===== src/ztss_pkg.sv =====
// ----------------------------------------------------------------------------
// ztss_pkg
// Shared types and codes for the zero-sum triplet search block.
// ----------------------------------------------------------------------------
package ztss_pkg;

    localparam int VALUE_W = 16;
    localparam int SUM_W   = 18;

    // input modes
    localparam logic [1:0] MODE_CLEAR  = 2'd0;
    localparam logic [1:0] MODE_APPEND = 2'd1;
    localparam logic [1:0] MODE_FETCH  = 2'd2;
    // spare mode, answered as accepted with no effect
    localparam logic [1:0] MODE_SPARE  = 2'd3;

    // result status codes
    localparam logic [1:0] ST_ACCEPTED = 2'd0;
    localparam logic [1:0] ST_TRIPLET  = 2'd1;
    localparam logic [1:0] ST_NONE     = 2'd2;
    localparam logic [1:0] ST_FULL     = 2'd3;

    typedef struct packed {
        logic [1:0]                mode;
        logic signed [VALUE_W-1:0] value;
    } in_word_t;

    typedef struct packed {
        logic [1:0]                status;
        logic signed [VALUE_W-1:0] smallest;
        logic signed [VALUE_W-1:0] middle;
        logic signed [VALUE_W-1:0] largest;
    } out_word_t;

    typedef struct packed {
        logic eq_ab;
        logic a_gt_ref;
        logic sum_eq_ref;
        logic sum_lt_ref;
    } cmp_flags_t;

    typedef enum logic [3:0] {
        S_IDLE,
        S_A_RD,
        S_A_CMP,
        S_F_START,
        S_F_BOUND,
        S_F_BCHK,
        S_F_PAIR,
        S_F_PCHK,
        S_F_SKIPL,
        S_F_LCHK,
        S_F_SKIPR,
        S_F_RCHK,
        S_DONE
    } state_t;

endpackage


===== src/ztss_unit.sv =====
// ----------------------------------------------------------------------------
// ztss_unit
// Shared add and compare unit used by every compare step of the sequencer.
// ----------------------------------------------------------------------------
module ztss_unit (
    input  logic signed [ztss_pkg::VALUE_W-1:0] op_a,
    input  logic signed [ztss_pkg::VALUE_W-1:0] op_b,
    input  logic signed [ztss_pkg::SUM_W-1:0]   ref_val,
    output ztss_pkg::cmp_flags_t                flags
);
    import ztss_pkg::*;

    logic signed [SUM_W-1:0] a_x;
    logic signed [SUM_W-1:0] b_x;
    logic signed [SUM_W-1:0] sum;

    assign a_x = {{(SUM_W-VALUE_W){op_a[VALUE_W-1]}}, op_a};
    assign b_x = {{(SUM_W-VALUE_W){op_b[VALUE_W-1]}}, op_b};
    assign sum = a_x + b_x;

    always_comb begin
        flags.eq_ab      = (op_a == op_b);
        flags.a_gt_ref   = (a_x > ref_val);
        flags.sum_eq_ref = (sum == ref_val);
        flags.sum_lt_ref = (sum < ref_val);
    end

endmodule


===== config.mk =====
export PLATFORM = sky130hd
export DESIGN_NAME = ztss_unit
export DESIGN_NICKNAME = d
export VERILOG_FILES = /design/src/ztss_pkg.sv /design/src/ztss_unit.sv
export SDC_FILE = /design/constraint.sdc
export NUM_CORES = 1
export LEC_CHECK = 0
export BUFFER_PORTS_ARGS = -buffer_cell sky130_fd_sc_hd__buf_2
export CAP_MARGIN = 20
export CORE_ASPECT_RATIO = 1.1
export CORE_MARGIN = 5
export CORE_UTILIZATION = 59
export DETAILED_ROUTE_END_ITERATION = 8
export MAX_ROUTING_LAYER = met4
export PLACE_DENSITY = 0.95
export RECOVER_POWER = 50
export SLEW_MARGIN = 20
export SYNTH_ARGS = -nofsm -noshare
export SYNTH_HDL_FRONTEND = slang
export SYNTH_SLANG_ARGS = --single-unit

===== constraint.sdc =====
create_clock -name vclk -period 12
set_clock_uncertainty 0.05 [all_clocks]
set_input_delay 1.8 -clock vclk [all_inputs]
set_output_delay 1.8 -clock vclk [all_outputs]
set_load 0.005 [all_outputs]

== After elaboration in Yosys (flattened, before gate mapping) ==
Cells that the tools add are included.
Word-level totals
  flip-flop bits (word level): 0
  output and inout port bits: 4
  input bits: 50
  word-level logic and storage cells: 5
Operators by class
  $lt $le $gt $ge: 2
  $add $sub $neg: 1
  equal/unequal tests: 2
Operator list (number)
  equality test 17 x 18 -> 1 bit: 1
  greater-than comparator 16 x 18 -> 1 bit: 1
  less-than comparator 17 x 18 -> 1 bit: 1
  adder 16 x 16 -> 17 bit: 1
  equality test 16 bit: 1

== Longest topological paths before layout ==
Gate-level depths: netlist of run 1.
  word-level depth: 2
  mapped depth: 16
  mapped depth without buffers: 16

== Worst setup path after synthesis of run 1 ==
No wires, ideal clock.
  kind: input to output
  start point: input port op_a[0] (netlist name)
  end point: output port flags[0] (netlist name)
  arrival: 4.724 ns
  path slack: 5.426 ns
  path buffers: 0
  data required time: 10.150 ns
  cell stages on the path: 15
  path through: ha_1 -> inv_1 -> fa_1 -> and2b_1 -> o21ai_2 -> a21boi_2 -> o21ai_1 -> and2_1 -> o221a_2 -> ha_1 -> and4_1 -> nand2_1 -> or3_1 -> o221ai_1 -> mux2i_1
RTL lines
  from (decl): RTL line ztss_unit.sv:6  | input logic signed [ztss_pkg::VALUE_W-1:0] op_a,
  to (decl): RTL line ztss_unit.sv:9  | output ztss_pkg::cmp_flags_t flags

==> results.ini, run 1 <==
[timing]
relSlewSlack_pct = 73.7
rsz0062_at_grt = false
tns_ns = 0
hold_viol_final = 0
tightest_slew_ns = 0.390
drv_slew = 0
fin_crit_sh_pct = 58.4
clock.fmax_mhz = 143
finalSetupViolCount = 0
worst_slack_ns = 5.00
min_period_ns = 7.00

[final_layout]
seqCellArea_um2 = 0
num-fill-cells = 236
area.growth.synth_to_final_pct = 17.1
final_util_pct = 72.3
nets = 390
layout-drive-gt1-share_pct = 20.4
postLayoutCellArea_mm2 = 0.00203
n_sequential_cell = 0
clock_buffers = 0
multi_input_area_mm2 = 0.00162
diodes = 0

[floorplanning]
die_y_um = 66.8
die_w_um = 61.6
io_pins = 54
num_rows = 20
start_util_pct = 61.7
dieArea_mm2 = 0.00411
core_mm2 = 0.00280

[placed_design]
post-place-ws_ns = 5.01
portBuffers = 54
hpwl_um = 4200
postPlaceCellArea_mm2 = 0.00203
gp_congestion = 0.966

[setup_path]
endpoint_kind = output pin
arrival_ns = 5.15
cp_max_fo = 6
crit_end = flags[0]
crit_type = primary input to output pin
cp.required_ns = 10.15
cp-start-kind = primary input
cp-startpoint = op_a[0]

[grt]
grt_pass1_vias = 1886
grt_max_degree = 12
grt_pass1_wl_um = 7690
antenna_found_initial = 0
track_usage_pct = 24.5
gr-total-overflow = 0

[pwr]
peakVddDrop_mv = 0.0332
powerDensity_mw_per_mm2 = 52.9
leakage_nw = 1.13
p_total_mw = 0.107

[synthesis]
syn_avg_cell_area_um2 = 7.39
post_synth_instance_area_mm2 = 0.00173
postSynthCellCount = 234
ys_seq_area_share_pct = 0
yosysWarningCount = 0
synth_fp_nets = 337
synth.area.top_cells = ha_1, a21oi_1, a21o_1
yosysTopAreaCellShare_pct = 37.6
yosysTopAreaCell = ha_1
ys_types = 47

[status]
status = finished, final reports clean

[route]
drt_iter0_drc = 113
routed_wl_um = 4750
drt-pass1-iter-count = 4
drcViolationCount = 0
vias = 1957
vias_per_cell = 6.15
routedWlPerCell_um = 14.9
drtAntennaViolNets = 0

[run]
drv_cap = 0

[min_path]
worstHoldPathType = primary input to output pin

[cts]
postCtsHoldBufs = 0
cts_resized = 0
cts_setup_buffers = 0

-- per-layer routing --
metal  global-route usage [%]  wire [um]  vias to the layer above
li1                         -          -                      978
met1                     29.7       1860                      861
met2                     42.7       2310                      101
met3                    0.775        423                       17
met4                     7.96        150                        0
met5                        -          0                        -
-- critical path, cell delays in order --
cell	delay, ns
buf_2	0.10
ha_1	0.18
inv_1	0.06
fa_1	0.40
and2b_1	0.23
o21ai_2	0.07
a21boi_2	0.26
o21ai_1	0.13
and2_1	0.20
o221a_2	0.29
ha_1	0.26
and4_1	0.18
nand2_1	0.07
or3_1	0.39
o221ai_1	0.21
mux2i_1	0.20
buf_2	0.13
-- worst min path at each step --
| stage | startpoint | to | slack (ns) | depth (start not counted) |
|---|---|---|---|---|
| after floorplan | op_a[15] | flags[2] | 3.78 | 2 |
| after global placement | ref_val[0] | flags[2] | 4.06 | 6 |
| after detailed placement | ref_val[0] | flags[2] | 4.06 | 6 |
| after CTS | ref_val[0] | flags[2] | 4.06 | 6 |
| after global routing | op_a[15] | flags[2] | 4.09 | 4 |
| final | ref_val[0] | flags[2] | 4.04 | 6 |
-- placed cells by master (no fill, tap or decap), drive strengths merged, types with 5 or more instances in the layout --
cell	instances
inv	27
nand4	8
ha	52
nor2	13
nand2	10
nor4	5
o21ai	11
a21o	14
buf	52
nand3	7
a21oi	27
xnor2	8
-- cell type report --
cell class / count / area share [%]
Inverter: 27 / 5.00
Multi-Input combinational cell: 204 / 79.7
Tap cell: 33 / 2.04
Timing Repair Buffer: 54 / 13.2
-- cell usage after synthesis (all sizes together), types with 5 or more instances --
library cell	number
ha	52
a21oi	27
inv	27
a21o	14
nor2	13
o21ai	11
nand2	10
nand4	8
xnor2	8
nand3	7
nor4	5
-- logic make-up (layout without fill, tap and decap cells) --
kind of cell,Yosys count,after routing,share of synthesized area (%)
compound gates,75,75,28.4
xor+xnor,11,11,5.57
fa+ha+maj,53,53,38.8
buf+inv,30,81,6.58
mux,2,2,1.16
simple gates,63,63,19.5
-- metrics by stage --
stage                     hold WS, ns  std cells
after floorplan                  3.78        234
after global placement           4.06        318
after detailed placement         4.06        318
after CTS                        4.06        318
after global routing             4.09        318
final                            4.04        318
-- report_power, final --
part,internal [mW],total [mW],switching (mW)
Combinational,0.0494,0.107,0.0578
Sequential,0,0,0
Clock,0,0,0
(Power assumes the default switching activity.)
==> run 2: changes to the inputs <==
Settings changed: ABC_AREA set to 1, CORE_UTILIZATION 59 to 51, PLACE_DENSITY 0.95 to 0.87.
Clock period 12 ns to 6.25 ns, I/O delays scaled along.
==> run 2 against run 1 <==
Compared with the run above:
- sequential cell count is the same
- synthesized area grew 10%
- cell count up 36%
- synthesized cell count up 41%
- sequential share of layout area stayed put
- utilization is 11 points lower
- global-route usage shrank 4.6 points
- critical path type unchanged
==> results.ini, run 2 <==
[status]
status = finished, final reports clean  ; unchanged

[route]
drtAntennaViolNets = 0  ; unchanged
vias_per_cell = 4.99  ; was 6.15
routedWlPerCell_um = 10.9  ; was 14.9 um
drt-pass1-iter-count = 4  ; unchanged
drt_iter0_drc = 93  ; was 113
routed_wl_um = 4740  ; was 4750 um
drcViolationCount = 0  ; unchanged
vias = 2164  ; was 1957

[setup_path]
cp_common_cell = nand2_1
critPathSlowestCell = fa_1  ; unchanged
arrival_ns = 3.42  ; was 5.15 ns
path_cells = buf_2 > ha_1 > inv_1 > fa_1 > o21ai_2 > nand2_2 > nand2_2 > nand2_1 > nand2_1 > nand2_1 > nand2_1 > inv_1 > ha_1 > a21oi_1 > o21ai_0 > nor2_1 > nand2_1 > nand2_1 > nand2_1 > buf_2  ; was buf_2 > ha_1 > inv_1 > fa_1 > and2b_1 > o21ai_2 > a21boi_2 > o21ai_1 > and2_1 > o221a_2 > ha_1 > and4_1 > nand2_1 > or3_1 > o221ai_1 > mux2i_1 > buf_2
cp-startpoint = op_a[0]  ; unchanged
cp-start-kind = primary input  ; unchanged
cp.required_ns = 5.26  ; was 10.15 ns
crit_type = primary input to output pin  ; unchanged
cp_slowest_stage_delay_ns = 0.41  ; was 0.40 ns
endpoint_kind = output pin  ; unchanged
crit_end = flags[0]  ; unchanged
cp_max_fo = 5  ; was 6

[placed_design]
hpwl_um = 4350  ; was 4200 um
portBuffers = 54  ; unchanged
gp_congestion = 0.947  ; was 0.966

[synthesis]
yosysWarningCount = 0  ; unchanged
ys_types = 25  ; was 47
syn_avg_cell_area_um2 = 5.77  ; was 7.39 um2
synth.area.top_cells = ha_1, nand2_1, inv_1  ; was ha_1, a21oi_1, a21o_1
yosysTopAreaCellShare_pct = 34.2  ; was 37.6%
post_synth_instance_area_mm2 = 0.00190  ; was 0.00173 mm2
postSynthCellCount = 330  ; was 234
synth.most_common_cell = nand2_1  ; was ha_1
ys_seq_area_share_pct = 0  ; unchanged
yosysTopAreaCell = ha_1  ; unchanged
synth_fp_nets = 433  ; was 337
synthTopCellsByCount = nand2_1, inv_1, ha_1  ; was ha_1, inv_1, a21oi_1

[final_layout]
clock_buffers = 0  ; unchanged
n_sequential_cell = 0  ; unchanged
diodes = 0  ; unchanged
final_cell_mix = nand2_1, inv_1, ha_1, buf_2, nor2_1  ; was ha_1, buf_2, inv_1, a21oi_1, a21o_1
layout-drive-gt1-share_pct = 16.1  ; was 20.4%
seqCellArea_um2 = 0  ; unchanged
nets = 489  ; was 390
area.growth.synth_to_final_pct = 17.4  ; was 17.1%
final_common_cell = nand2_1
final_util_pct = 61.6  ; was 72.3%

[timing]
finalSetupViolCount = 0  ; unchanged
clock.fmax_mhz = 227
min_period_ns = 4.41
tns_ns = 0  ; unchanged
relSlewSlack_pct = 76.9  ; was 73.7%
tightest_slew_ns = 0.344  ; was 0.390 ns
drv_slew = 0  ; unchanged
rsz0062_at_grt = false  ; unchanged
hold_viol_final = 0  ; unchanged
fin_crit_sh_pct = 70.5

[floorplanning]
num_rows = 23  ; was 20
dieArea_mm2 = 0.00505  ; was 0.00411 mm2
io_pins = 54  ; unchanged
start_util_pct = 52.5  ; was 61.7%
die_y_um = 74.1  ; was 66.8 um
die_w_um = 68.2  ; was 61.6 um
core_mm2 = 0.00363  ; was 0.00280 mm2

[grt]
grt_pass1_wl_um = 7940  ; was 7690 um
track_usage_pct = 19.8  ; was 24.5%
grt_max_degree = 7  ; was 12
grt_pass1_vias = 2065  ; was 1886
gr-total-overflow = 0  ; unchanged
antenna_found_initial = 0  ; unchanged

[pwr]
p_total_mw = 0.208  ; was 0.107 mW
powerDensity_mw_per_mm2 = 93.2  ; was 52.9 mW/mm2
leakage_nw = 1.42  ; was 1.13 nW
peakVddDrop_mv = 0.0476  ; was 0.0332 mV

[cts]
cts_resized = 0  ; unchanged
postCtsHoldBufs = 0  ; unchanged
cts_setup_buffers = 0  ; unchanged

[run]
drv_cap = 0  ; unchanged

[min_path]
worstHoldPathType = primary input to output pin  ; unchanged

run 2: cell families after synthesis:
kind of cell / Yosys count / share of synthesized area (%)
compound gates: 41 / 12.7
xor+xnor: 9 / 4.14
fa+ha+maj: 53 / 35.2
buf+inv: 65 / 12.8
simple gates: 162 / 35.1
run 2: worst min-delay path by stage:
stage               cells past startpoint     from  endpoint
finish                                  6  op_b[0]  flags[3]
global route                            6  op_b[0]  flags[3]
CTS                                     6  op_b[0]  flags[3]
detailed placement                      6  op_b[0]  flags[3]
global placement                        6  op_b[0]  flags[3]
floorplan                               4  op_b[0]  flags[3]
run 2: area by class of cell:
| class | count | area (um2) |
|---|---|---|
| fill | 387 | 1390 |
| inverter | 65 | 244 |
| multi-input combinational | 265 | 1660 |
| tap | 50 | 62.6 |
| timing repair buffer | 54 | 268 |
run 2: report_power, final:
group	internal, mW	switching [mW]
clock network	0	0
logic	0.0854	0.123
registers	0	0
total	0.0854	0.123
run 2: metrics by stage:
step                worst slack, ns  instances  instance area, um2  hold WS, ns
finish                         1.84        434                2230         2.34
global route                   1.61        434                2230         2.38
CTS                            1.83        434                2240         2.35
detailed placement             1.84        434                2240         2.35
global placement               1.85        434                2240         2.36
floorplan                      2.27        330                1900         2.07
run 2: layer usage:
layer / wire, um / vias to the layer above / GRT usage, %
met3: 211 / 4 / 0.302
li1: - / 1167 / -
met2: 2430 / 61 / 38.4
met1: 2050 / 932 / 23.1
met4: 44 / 0 / 1.99
met5: 0 / - / -
run 2: worst max-delay path: cells and delay by family:
family / cells / cell delay (ns)
compound gates: 3 / 0.51
buf+inv: 4 / 0.33
simple gates: 10 / 0.70
fa+ha+maj: 3 / 0.94
